## src/design/lcvs_pkg.sv

```systemverilog
// lcvs_pkg: shared types for the longest consecutive-value subsequence block.
// Holds the controller state enum and the command/status structs.
// No dependencies.
`timescale 1ns / 1ps

package lcvs_pkg;

    localparam int VALUE_W  = 32;
    localparam int LENGTH_W = 7;
    localparam int POS_W    = 6;

    typedef enum logic [3:0] {
        S_LOAD,
        S_INIT,
        S_START,
        S_FIRST,
        S_SCAN,
        S_END,
        S_OUT_RD,
        S_OUT_LD,
        S_OUT_HOLD
    } t_state;

    typedef struct packed {
        logic load;       // store accepted item
        logic init;       // begin search
        logic start_rd;   // read value at start position
        logic first;      // latch start value, open a new chain
        logic scan;       // compare one candidate position
        logic chain_end;  // close chain, keep it if longer
        logic out_ld;     // load output register
        logic out_take;   // output transaction completes
    } t_cmd;

    typedef struct packed {
        logic p_end;      // scan position reached item count
        logic s_end;      // current start is the last one
        logic o_last;     // output register holds final result
    } t_status;

endpackage

```

## src/design/lcvs_ram.sv

```systemverilog
// lcvs_ram: generic single-write, single-read RAM with registered read data.
// No dependencies.
`timescale 1ns / 1ps

module lcvs_ram #(
    parameter int WIDTH = 32,
    parameter int DEPTH = 64
) (
    input  logic                     i_clk,
    input  logic                     i_we,
    input  logic [$clog2(DEPTH)-1:0] i_waddr,
    input  logic [WIDTH-1:0]         i_wdata,
    input  logic [$clog2(DEPTH)-1:0] i_raddr,
    output logic [WIDTH-1:0]         o_rdata
);

    logic [WIDTH-1:0] r_mem [DEPTH];
    logic [WIDTH-1:0] r_rdata;

    always_ff @(posedge i_clk) begin
        if (i_we) begin
            r_mem[i_waddr] <= i_wdata;
        end
        r_rdata <= r_mem[i_raddr];
    end

    assign o_rdata = r_rdata;

endmodule

```

## src/design/lcvs_ctrl.sv

```systemverilog
// lcvs_ctrl: sequencing state machine for load, search and result output.
// Depends on lcvs_pkg (t_state, t_cmd, t_status).
`timescale 1ns / 1ps

module lcvs_ctrl (
    input  logic              i_clk,
    input  logic              i_rst_n,
    input  logic              i_in_valid,
    input  logic              i_last_item,
    input  logic              i_out_ready,
    input  lcvs_pkg::t_status i_status,
    output logic              o_in_ready,
    output lcvs_pkg::t_cmd    o_cmd
);

    lcvs_pkg::t_state r_state;
    lcvs_pkg::t_state n_state;

    always_ff @(posedge i_clk) begin
        if (!i_rst_n) begin
            r_state <= lcvs_pkg::S_LOAD;
        end else begin
            r_state <= n_state;
        end
    end

    always_comb begin
        n_state    = r_state;
        o_cmd      = '0;
        o_in_ready = 1'b0;
        unique case (r_state)
            lcvs_pkg::S_LOAD: begin
                o_in_ready = 1'b1;
                if (i_in_valid) begin
                    o_cmd.load = 1'b1;
                    if (i_last_item) begin
                        n_state = lcvs_pkg::S_INIT;
                    end
                end
            end
            lcvs_pkg::S_INIT: begin
                o_cmd.init = 1'b1;
                n_state    = lcvs_pkg::S_START;
            end
            lcvs_pkg::S_START: begin
                o_cmd.start_rd = 1'b1;
                n_state        = lcvs_pkg::S_FIRST;
            end
            lcvs_pkg::S_FIRST: begin
                o_cmd.first = 1'b1;
                n_state     = lcvs_pkg::S_SCAN;
            end
            lcvs_pkg::S_SCAN: begin
                if (i_status.p_end) begin
                    n_state = lcvs_pkg::S_END;
                end else begin
                    o_cmd.scan = 1'b1;
                end
            end
            lcvs_pkg::S_END: begin
                o_cmd.chain_end = 1'b1;
                n_state = i_status.s_end ? lcvs_pkg::S_OUT_RD : lcvs_pkg::S_START;
            end
            lcvs_pkg::S_OUT_RD: begin
                // chain RAM read of position r_k is in flight
                n_state = lcvs_pkg::S_OUT_LD;
            end
            lcvs_pkg::S_OUT_LD: begin
                o_cmd.out_ld = 1'b1;
                n_state      = lcvs_pkg::S_OUT_HOLD;
            end
            lcvs_pkg::S_OUT_HOLD: begin
                if (i_out_ready) begin
                    o_cmd.out_take = 1'b1;
                    n_state = i_status.o_last ? lcvs_pkg::S_LOAD : lcvs_pkg::S_OUT_RD;
                end
            end
            default: begin
                n_state = lcvs_pkg::S_LOAD;
            end
        endcase
    end

endmodule

```

## src/design/lcvs_dp.sv

```systemverilog
// lcvs_dp: value store, chain stores, scan registers and output register.
// Depends on lcvs_pkg (t_cmd, t_status, widths) and lcvs_ram.
`timescale 1ns / 1ps

module lcvs_dp #(
    parameter int MAX_ITEMS = 64
) (
    input  logic                           i_clk,
    input  logic                           i_rst_n,
    input  lcvs_pkg::t_cmd                 i_cmd,
    input  logic signed [lcvs_pkg::VALUE_W-1:0] i_item_value,
    output lcvs_pkg::t_status              o_status,
    output logic                           o_out_valid,
    output logic [lcvs_pkg::LENGTH_W-1:0]  o_best_length,
    output logic [lcvs_pkg::POS_W-1:0]     o_position,
    output logic                           o_last_result
);

    localparam int CW = $clog2(MAX_ITEMS + 1);
    localparam int AW = $clog2(MAX_ITEMS);
    localparam int VW = lcvs_pkg::VALUE_W;
    localparam int LW = lcvs_pkg::LENGTH_W;
    localparam int PW = lcvs_pkg::POS_W;
    localparam logic [VW-1:0] VALUE_MAX = {1'b0, {(VW-1){1'b1}}};

    logic [CW-1:0] r_cnt;
    logic [AW-1:0] r_s;
    logic [CW-1:0] r_p;
    logic [VW-1:0] r_cur;
    logic [CW-1:0] r_len;
    logic [CW-1:0] r_best;
    logic          r_sel;
    logic [AW-1:0] r_k;
    logic          r_o_valid;
    logic [LW-1:0] r_o_len;
    logic [PW-1:0] r_o_pos;
    logic          r_o_last;

    logic [VW-1:0] val_rdata;
    logic [AW-1:0] val_raddr;
    logic          val_we;
    logic [AW-1:0] ch_waddr;
    logic [AW-1:0] ch_wdata;
    logic          ch_we;
    logic [AW-1:0] ch0_rdata;
    logic [AW-1:0] ch1_rdata;
    logic [AW-1:0] best_rdata;
    logic [CW-1:0] s_nxt;
    logic [CW-1:0] p_nxt;
    logic [VW-1:0] cur_inc;
    logic          hit;
    logic          best_le1;
    logic          k_end;
    logic [AW+PW-1:0] pos_ext;
    logic [CW+LW-1:0] len_ext;

    assign s_nxt    = CW'(r_s) + CW'(1);
    assign p_nxt    = r_p + CW'(1);
    assign cur_inc  = r_cur + VW'(1);
    // greedy pick: the largest value has no successor
    assign hit      = (r_cur != VALUE_MAX) && (val_rdata == cur_inc);
    assign best_le1 = (r_best <= CW'(1));
    assign k_end    = ((CW'(r_k) + CW'(1)) == r_best);

    assign val_we = i_cmd.load && (r_cnt < CW'(MAX_ITEMS));

    always_comb begin
        val_raddr = p_nxt[AW-1:0];
        if (i_cmd.start_rd) begin
            val_raddr = r_s;
        end else if (i_cmd.first) begin
            val_raddr = s_nxt[AW-1:0];
        end
    end

    always_comb begin
        ch_we    = 1'b0;
        ch_waddr = r_len[AW-1:0];
        ch_wdata = r_p[AW-1:0];
        if (i_cmd.first) begin
            ch_we    = 1'b1;
            ch_waddr = '0;
            ch_wdata = r_s;
        end else if (i_cmd.scan && hit) begin
            ch_we = 1'b1;
        end
    end

    lcvs_ram #(.WIDTH(VW), .DEPTH(MAX_ITEMS)) u_value_ram (
        .i_clk  (i_clk),
        .i_we   (val_we),
        .i_waddr(r_cnt[AW-1:0]),
        .i_wdata(i_item_value),
        .i_raddr(val_raddr),
        .o_rdata(val_rdata)
    );

    // ping-pong chain stores: r_sel marks the one holding the best chain
    lcvs_ram #(.WIDTH(AW), .DEPTH(MAX_ITEMS)) u_chain0_ram (
        .i_clk  (i_clk),
        .i_we   (ch_we && r_sel),
        .i_waddr(ch_waddr),
        .i_wdata(ch_wdata),
        .i_raddr(r_k),
        .o_rdata(ch0_rdata)
    );

    lcvs_ram #(.WIDTH(AW), .DEPTH(MAX_ITEMS)) u_chain1_ram (
        .i_clk  (i_clk),
        .i_we   (ch_we && !r_sel),
        .i_waddr(ch_waddr),
        .i_wdata(ch_wdata),
        .i_raddr(r_k),
        .o_rdata(ch1_rdata)
    );

    assign best_rdata = r_sel ? ch1_rdata : ch0_rdata;
    assign pos_ext    = {{PW{1'b0}}, best_rdata};
    assign len_ext    = {{LW{1'b0}}, r_best};

    always_ff @(posedge i_clk) begin
        if (!i_rst_n) begin
            r_cnt     <= '0;
            r_best    <= CW'(1);
            r_sel     <= 1'b0;
            r_o_valid <= 1'b0;
        end else begin
            if (val_we) begin
                r_cnt <= r_cnt + CW'(1);
            end
            if (i_cmd.init) begin
                r_best <= CW'(1);
                r_sel  <= 1'b0;
            end
            if (i_cmd.chain_end && (r_len > r_best)) begin
                r_best <= r_len;
                r_sel  <= !r_sel;
            end
            if (i_cmd.out_ld) begin
                r_o_valid <= 1'b1;
            end
            if (i_cmd.out_take) begin
                r_o_valid <= 1'b0;
                if (r_o_last) begin
                    r_cnt  <= '0;
                    r_best <= CW'(1);
                end
            end
        end
    end

    always_ff @(posedge i_clk) begin
        if (i_cmd.init) begin
            r_s <= '0;
        end
        if (i_cmd.first) begin
            r_cur <= val_rdata;
            r_len <= CW'(1);
            r_p   <= s_nxt;
        end
        if (i_cmd.scan) begin
            r_p <= p_nxt;
            if (hit) begin
                r_cur <= val_rdata;
                r_len <= r_len + CW'(1);
            end
        end
        if (i_cmd.chain_end) begin
            r_s <= s_nxt[AW-1:0];
            r_k <= '0;
        end
        if (i_cmd.out_ld) begin
            r_o_len  <= len_ext[LW-1:0];
            r_o_pos  <= best_le1 ? '0 : pos_ext[PW-1:0];
            r_o_last <= best_le1 || k_end;
        end
        if (i_cmd.out_take) begin
            r_k <= r_k + AW'(1);
        end
    end

    assign o_status.p_end  = (r_p >= r_cnt);
    assign o_status.s_end  = (s_nxt == r_cnt);
    assign o_status.o_last = r_o_last;

    assign o_out_valid   = r_o_valid;
    assign o_best_length = r_o_len;
    assign o_position    = r_o_pos;
    assign o_last_result = r_o_last;

endmodule

```

## src/design/longest_consecutive_value_subsequence.sv

```systemverilog
// Longest consecutive-value subsequence finder, top level.
// Depends on lcvs_pkg, lcvs_ctrl, lcvs_dp (which uses lcvs_ram).
//
// Use:
//   Input channel (i_in_valid / o_in_ready): one signed value per
//   transaction, i_last_item marks the final value and starts the search.
//   Values past MAX_ITEMS are dropped; the count saturates.
//   Output channel (o_out_valid / i_out_ready): one transaction per chosen
//   position in ascending order, each carrying the best length; the final
//   one has o_last_result set. A best length of 1 gives one result at 0.
// Sequence, for n stored values:
//   load: one value per cycle while loading.
//   search: every start s scans s+1..n-1 through the single read port of
//   the value RAM.
//   output: one result at a time; the next is read once the last is taken.
//   No input is taken from the last item until the final result is taken.
// Reset (synchronous, active low) empties the store and idles the output.
// A stalled receiver simply holds the output register; nothing is lost.
`timescale 1ns / 1ps

module longest_consecutive_value_subsequence #(
    parameter int MAX_ITEMS = 64
) (
    input  logic                           i_clk,
    input  logic                           i_rst_n,
    // input channel
    input  logic                           i_in_valid,
    output logic                           o_in_ready,
    input  logic signed [lcvs_pkg::VALUE_W-1:0] i_item_value,
    input  logic                           i_last_item,
    // output channel
    output logic                           o_out_valid,
    input  logic                           i_out_ready,
    output logic [lcvs_pkg::LENGTH_W-1:0]  o_best_length,
    output logic [lcvs_pkg::POS_W-1:0]     o_position,
    output logic                           o_last_result
);

    lcvs_pkg::t_cmd    cmd;
    lcvs_pkg::t_status status;

    // controller: load / scan / emit sequencing
    lcvs_ctrl u_ctrl (
        .i_clk      (i_clk),
        .i_rst_n    (i_rst_n),
        .i_in_valid (i_in_valid),
        .i_last_item(i_last_item),
        .i_out_ready(i_out_ready),
        .i_status   (status),
        .o_in_ready (o_in_ready),
        .o_cmd      (cmd)
    );

    // datapath: value RAM, two chain RAMs swapped on a new best, output reg
    lcvs_dp #(.MAX_ITEMS(MAX_ITEMS)) u_dp (
        .i_clk        (i_clk),
        .i_rst_n      (i_rst_n),
        .i_cmd        (cmd),
        .i_item_value (i_item_value),
        .o_status     (status),
        .o_out_valid  (o_out_valid),
        .o_best_length(o_best_length),
        .o_position   (o_position),
        .o_last_result(o_last_result)
    );

endmodule

```

## config.mk

```make
export PLATFORM = sky130hd
export DESIGN_NAME = longest_consecutive_value_subsequence
export DESIGN_NICKNAME = d
export VERILOG_FILES = /design/src/design/lcvs_pkg.sv /design/src/design/lcvs_ram.sv /design/src/design/lcvs_ctrl.sv /design/src/design/lcvs_dp.sv /design/src/design/longest_consecutive_value_subsequence.sv
export SDC_FILE = /design/constraint.sdc
export NUM_CORES = 2
export LEC_CHECK = 0
export BUFFER_PORTS_ARGS = -buffer_cell sky130_fd_sc_hd__buf_2
export CAP_MARGIN = 20
export CORE_MARGIN = 2
export CORE_UTILIZATION = 50
export CTS_CLUSTER_DIAMETER = 120
export DETAILED_ROUTE_END_ITERATION = 10
export GPL_TIMING_DRIVEN = 0
export PLACE_DENSITY = 0.7
export SLEW_MARGIN = 20
export SYNTH_ARGS = -nofsm -noshare
export SYNTH_HDL_FRONTEND = slang
export SYNTH_SLANG_ARGS = --single-unit
```

## constraint.sdc

```tcl
create_clock -name i_clk -period 13.1 [get_ports i_clk]
set_input_delay 1.965 -clock i_clk [delete_from_list [all_inputs] [get_ports i_clk]]
set_output_delay 1.965 -clock i_clk [all_outputs]
set_load 0.01 [all_outputs]
```

# Yosys cells after proc, flatten, opt, wreduce, memory -nomap -nowiden
# Memory sizes are Yosys's and may differ from the RTL's. A register that Yosys moved wholly into a read port is not among the register bits.
# Cells that the tools add are included.
# W data, S select, Z words.
[word_totals]
regBits = 92
mem_bits_rw = 2816
input_bits = 37
output_inout_bits = 16
wordCells = 112
mem_count = 3
[mem_list]
columns = ["memory", "depth", "width", "read_ports", "rd_ports_with_merged_regs", "wr", "line", "source"]
rows = [
  ["u_dp.u_value_ram.r_mem", 64, 32, 1, 1, 1, "lcvs_ram.sv:17", "logic [WIDTH-1:0] r_mem [DEPTH];"],
  ["u_dp.u_chain0_ram.r_mem", 64, 6, 1, 1, 1, "lcvs_ram.sv:17", ""],
  ["u_dp.u_chain1_ram.r_mem", 64, 6, 1, 1, 1, "lcvs_ram.sv:17", ""],
]
[op_classes]
addsub = 7
magnitude_cmp = 4
n_eq_ne = 16
muxes = 53
bitwise_logic = 1
n_reduce_logical = 15
[op_table]
columns = ["operator", "n"]
rows = [
  ["$mux W32", 3],
  ["$mux W7", 12],
  ["$mux W6", 9],
  ["$pmux W4 S9", 1],
  ["$add A32 B1 Y32 const B", 1],
  ["$eq A32 B32 Y1", 1],
  ["$ne A32 B31 Y1 const B", 1],
  ["$mux W1", 22],
  ["$add A7 B1 Y7 const B", 3],
  ["$eq A4 B3 Y1 const B", 4],
  ["$mux W4", 4],
  ["$add A6 B1 Y7 const B", 2],
  ["$eq A7 B7 Y1", 2],
  ["$eq A4 B2 Y1 const B", 2],
  ["$ne A2 B2 Y1 const B", 4],
  ["$reduce_bool A2 Y1", 4],
  ["$ge A7 B7 Y1", 1],
  ["$gt A7 B7 Y1", 1],
  ["$le A7 B1 Y1 const B", 1],
  ["$lt A7 B7 Y1 const B", 1],
  ["$add A6 B1 Y6 const B", 1],
  ["$logic_and A1 B1 Y1", 6],
  ["$mux W3", 2],
  ["$eq A4 B1 Y1 const B", 1],
  ["other kinds (7)", 7],
]

# Longest topological paths before layout
[depth]
word_depth = 9
ltp_mapped = 13

# Hierarchy
# Synthesis repeated with hierarchy kept, for this count alone.
[unflattened]
cells_unflattened = 5359
area_unflattened_um2 = 114788.8
[by_module_without_submodules]
columns = ["mod", "n_inst", "cells_each", "area_per_inst_um2", "seq_area_each_um2"]
rows = [
  ["lcvs_ram (u_dp.u_value_ram)", 1, 3324, 78515.3, 62139.6],
  ["lcvs_ram (u_dp.u_chain0_ram ...)", 2, 720, 15225.9, 11651.2],
  ["lcvs_dp", 1, 558, 5516.5, 2092.0],
  ["lcvs_ctrl", 1, 37, 305.3, 80.1],
]

# Least setup slack after synthesis
# Ideal clock, no wire load.
[synth_timing]
path_type = "reg2reg"
from = "register u_ctrl.r_state[3]"
to = "memory u_dp.u_chain0_ram.r_mem[0][0] in the netlist's numbering, data pin"
setup_ps = 1198
arrival_time_ps = 6248
t_required_ps = 11902
setup_slack_ps = 5655
stages_incl_launch_ff = 7
path_buffers = 3
synth_period_minus_slack_ps = 7445
cell_sequence = "dfxtp_1 clkbuf_1 nor3b_1 buf_2 and2_0 clkbuf_1 o21ai_0"
[synth_via]
elab_chain_cells = 3
[synth_lines]
columns = ["item", "line", "source"]
rows = [
  ["start: declaration", "lcvs_ctrl.sv:16", "lcvs_pkg::t_state r_state;"],
  ["start signal: assignment", "lcvs_ctrl.sv:21", "r_state <= lcvs_pkg::S_LOAD;"],
  ["start signal: assignment", "lcvs_ctrl.sv:23", "r_state <= n_state;"],
  ["$eq A4 B2 Y1", "lcvs_ctrl.sv:31", "unique case (r_state)"],
  ["$mux W1", "lcvs_ctrl.sv:31", ""],
  ["$mux W6", "lcvs_dp.sv:80", "if (i_cmd.first) begin"],
  ["net u_dp.ch_wdata[0]", "lcvs_dp.sv:43", "logic [AW-1:0] ch_wdata;"],
  ["end: declaration", "lcvs_ram.sv:17", ""],
]
# The timed path passes the listed nets, and every way through them passes these cells.

# Final worst setup path
[layout_timing]
from = "register u_ctrl.r_state[1]"
to = "register u_dp.u_value_ram.r_rdata[16] (netlist: u_dp.u_value_ram.o_rdata[16]) (read register of u_dp.u_value_ram.r_mem)"
[layout_via]
elab_chain_cells = 4
word_cells_on_any_way = 6
cone_classes = "eq/ne (2); mux (4)"
[layout_lines]
columns = ["item", "line", "source"]
rows = [
  ["$eq A4 B2 Y1", "lcvs_ctrl.sv:31", ""],
  ["$mux W1", "lcvs_ctrl.sv:31", ""],
  ["$mux W6", "lcvs_dp.sv:71", "end else if (i_cmd.first) begin"],
  ["$mux W6 *", "lcvs_dp.sv:69", "if (i_cmd.start_rd) begin"],
  ["end: declaration", "lcvs_ram.sv:18", "logic [WIDTH-1:0] r_rdata;"],
]
# Mark *: on every way between the ends. The rest lies on a longest branch, timed or not.
# A chain may end at the register's enable or synchronous reset.

==> flow_summary.json <==
{
  "clock_skew_ps": 97.4,
  "route.detailed.drc": 0,
  "path_delay_family": "buffers and inverters",
  "final-seq-area_um2": 87600,
  "cts_hold_buf": 0,
  "cts_resized": 0,
  "fmax_mhz": 170,
  "p_leak_nw": 42.2,
  "syn-mean-instance-area_um2": 19.7,
  "grt_pass1_vias": 59800,
  "hold-worst-slack_ps": 492,
  "critPathKind": "reg -> reg",
  "yosysUniqueCellTypes": 75,
  "overflow": 0,
  "fin_area_um2": 132000,
  "cp-startpoint": "u_ctrl.r_state[1]",
  "portBuffers": 52,
  "dp_hpwl_um": 195000,
  "power_mw": 19.9,
  "wl_um": 298000,
  "place_area_um2": 122000,
  "synthArstFlopShare": 0,
  "fillers": 16500,
  "synth-edff-count": 2849,
  "gp_congestion": 0.961,
  "routedWlPerCell_um": 31.3,
  "hp-class": "reg -> reg",
  "via_per_inst": 6.31,
  "seq_area_frac_synth": 0.760,
  "synth_top_area_frac": 0.742,
  "crit_fanout": 10,
  "place_ws_ps": 7380,
  "power_per_cell_area_nw_per_um2": 151,
  "fin_crit_ps": 5870,
  "setup_viol": 0,
  "cts_root_buf": "clkbuf_16",
  "rows": 176,
  "status": "finished clean",
  "path_common_cell": "clkbuf_1",
  "cp-endpoint": "u_dp.u_value_ram.o_rdata[16]",
  "clkSlewWorstSetupHoldPaths_ps": 60,
  "r2r-start": "u_ctrl.r_state[1]",
  "grt_usage": 0.252,
  "drive_gt1_frac": 0.226,
  "slowest_delay_ps": 870,
  "crit_buf_inv": 5,
  "cpMaxStageDelayCell": "clkbuf_1",
  "yosysTopAreaCell": "edfxtp_1",
  "cts.sinks": 2952,
  "die_area_um2": 234000,
  "report.final.slew_viol_count": 0,
  "area_delta_synth_final_pct": 14.3,
  "worstPathRequired_ps": 13980,
  "hold_viol": 0,
  "synth.most_common_cell": "edfxtp_1",
  "max_cap_viol_count": 0,
  "rr_endpoint": "u_dp.u_value_ram.o_rdata[16]",
  "synth_nets": 5898,
  "ant_nets": 0,
  "yosys-top-cells-area": "edfxtp_1 74%, mux4_2 12%, mux2i_1 2.3%",
  "cp_data_arrival_time_ps": 6750,
  "worstMarginPinSlew_ps": 1230,
  "htree_levels": 5,
  "worst_setup_path_end_kind": "flop",
  "r2r_setup_slack_ps": 7230,
  "critPathLaunchType": "flop",
  "post-cts-setup-buffer-count": 0,
  "reg2reg_depth": 11,
  "cts_tree": "done",
  "totalNegativeSetupSlack_ps": 0,
  "postSynthCellCount": 5841,
  "die_h_um": 484,
  "final.setup.worst_slack_ps": 7230,
  "synthesis.yosys.warnings": 0,
  "clock_path_buffers": 4,
  "rsz0062_at_grt": "no",
  "first_pass_iters": 6,
  "grt_max_degree": 66,
  "coreArea_um2": 230000,
  "ys.flop_type": "edfxtp_1",
  "drt-initial-drc-count": 8317,
  "dieWidth_um": 484,
  "cp.depth": 11,
  "io_pins": 53,
  "insertion_delay_ps": 950,
  "antenna_found_initial": 7,
  "syn_area_um2": 115000,
  "slew_headroom": 0.181,
  "cts_made_buffers": 314,
  "crit_path_cell_trace": "clkbuf_1 -> nor3b_1 -> buf_2 -> mux2i_2 -> buf_2 -> clkbuf_1 -> clkbuf_1 -> a211oi_1 -> a31oi_1 -> o21ai_0 -> nand2_1",
  "finalCritPeriodShare": 0.448,
  "grt_pass1_wl_um": 426000,
  "ir_drop_uv": 153,
  "multiInputGateArea_um2": 27000,
  "vias": 60200,
  "synthTopCellsByCount": "2,849 x edfxtp_1, 616 x mux4_2, 411 x nand2_1",
  "final_nets": 6352,
  "ys_ff_latch": 2952,
  "initial_core_util": 0.502
}
metrics by stage:
stage                      util  std cells
after global routing      0.574       9540
final                     0.574       9542
after detailed placement  0.532       9004
after CTS                 0.574       9537
after floorplan               -       5841
after global placement    0.520       8919
cell type report:
class	instances	share of cell area
Buffer	342	0.0109
Inverter	27	0.000769
Timing Repair Buffer	138	0.0173
Clock buffer	379	0.0621
Multi-Input combinational cell	2520	0.205
Antenna cell	4	0.0000760
Clock inverter	154	0.0106
Tap cell	3026	0.0287
Sequential cell	2952	0.665
flip-flops by register name (all words and copies together), names as in the netlist:
signal,flops
u_dp.r_len,7
u_dp.u_value_ram.r_mem,2048
u_dp.r_best,7
u_dp.o_out_valid,1
u_dp.r_sel,1
u_dp.r_p,7
u_dp.u_chain0_ram.r_mem,384
u_dp.o_position,6
u_dp.u_chain1_ram.r_mem,384
u_dp.r_cnt,7
u_dp.u_chain1_ram.o_rdata,6
u_dp.r_s,6
u_dp.o_last_result,1
u_dp.u_value_ram.o_rdata,32
u_dp.r_cur,32
u_dp.u_chain0_ram.o_rdata,6
u_ctrl.r_state,4
u_dp.r_k,6
u_dp.o_best_length,7
cell families (layout without fill, tap and decap cells):
logic type | Yosys count | after routing | share of synthesized area
buffers and inverters | 369 | 1040 | 0.0132
DFF | 2952 | 2952 | 0.760
xor gates and xnor gates | 73 | 73 | 0.00554
and+or+nand+nor | 967 | 967 | 0.0394
muxes | 963 | 963 | 0.151
adders and majority gates | 20 | 20 | 0.00217
AOI/OAI and AO/OA | 497 | 497 | 0.0285
other | 0 | 4 | 0
power breakdown:
| group | total [mW] | switching, mW | internal [mW] |
|---|---|---|---|
| sequential | 10.5 | 0.0626 | 10.4 |
| combinational | 0.966 | 0.670 | 0.296 |
| clock | 8.44 | 3.52 | 4.92 |
| total | 19.9 | 4.25 | 15.6 |
layer usage:
metal	wire length [um]	track usage	up-vias	part of all wire
met1	114000	0.345	31300	0.38
li1	-	-	25000	-
met4	14900	0.116	5	0.050
met3	27600	0.0479	620	0.093
met2	142000	0.397	3263	0.48
met5	51	0	-	0.00017
cell usage in the layout (no fill, tap or decap), drive strengths merged, types with 6 or more instances in the layout:
master / synthesis / routed
buf: 137 / 273
dfxtp: 103 / 103
a221oi: 31 / 31
mux2: 86 / 86
and4: 6 / 6
nor2b: 7 / 7
ha: 20 / 20
and2: 42 / 42
a32oi: 31 / 31
mux2i: 261 / 261
o221ai: 48 / 48
and3: 15 / 15
xnor2: 38 / 38
a22oi: 8 / 8
o21a: 6 / 6
nand2: 411 / 411
nor4: 45 / 45
nor2: 141 / 141
nor3: 99 / 99
nand4: 53 / 53
clkinvlp: 0 / 11
o22ai: 51 / 51
clkbuf: 205 / 586
inv: 25 / 38
xor2: 35 / 35
a31oi: 37 / 37
edfxtp: 2849 / 2849
a21oi: 112 / 112
nand3: 115 / 115
clkinv: 2 / 107
a211oi: 39 / 39
bufinv: 0 / 25
o21ai: 95 / 95
nand2b: 7 / 7
mux4: 616 / 616
o211ai: 9 / 9
how the worst min path moves through the flow:
stage	start	endpoint	slack [ps]	cells after the start
2_1_floorplan	u_dp.u_value_ram.o_rdata[17]	u_dp.r_cur[17]	450	1
3_3_place_gp	u_dp.u_value_ram.o_rdata[29]	u_dp.r_cur[29]	470	1
3_5_place_dp	u_dp.u_value_ram.o_rdata[11]	u_dp.r_cur[11]	480	1
4_1_cts	u_dp.u_value_ram.o_rdata[7]	u_dp.r_cur[7]	490	1
5_1_grt	u_dp.u_value_ram.o_rdata[16]	u_dp.r_cur[16]	510	1
6_report	u_dp.u_value_ram.o_rdata[29]	u_dp.r_cur[29]	490	1
Power figures use the tool's default switching activity.
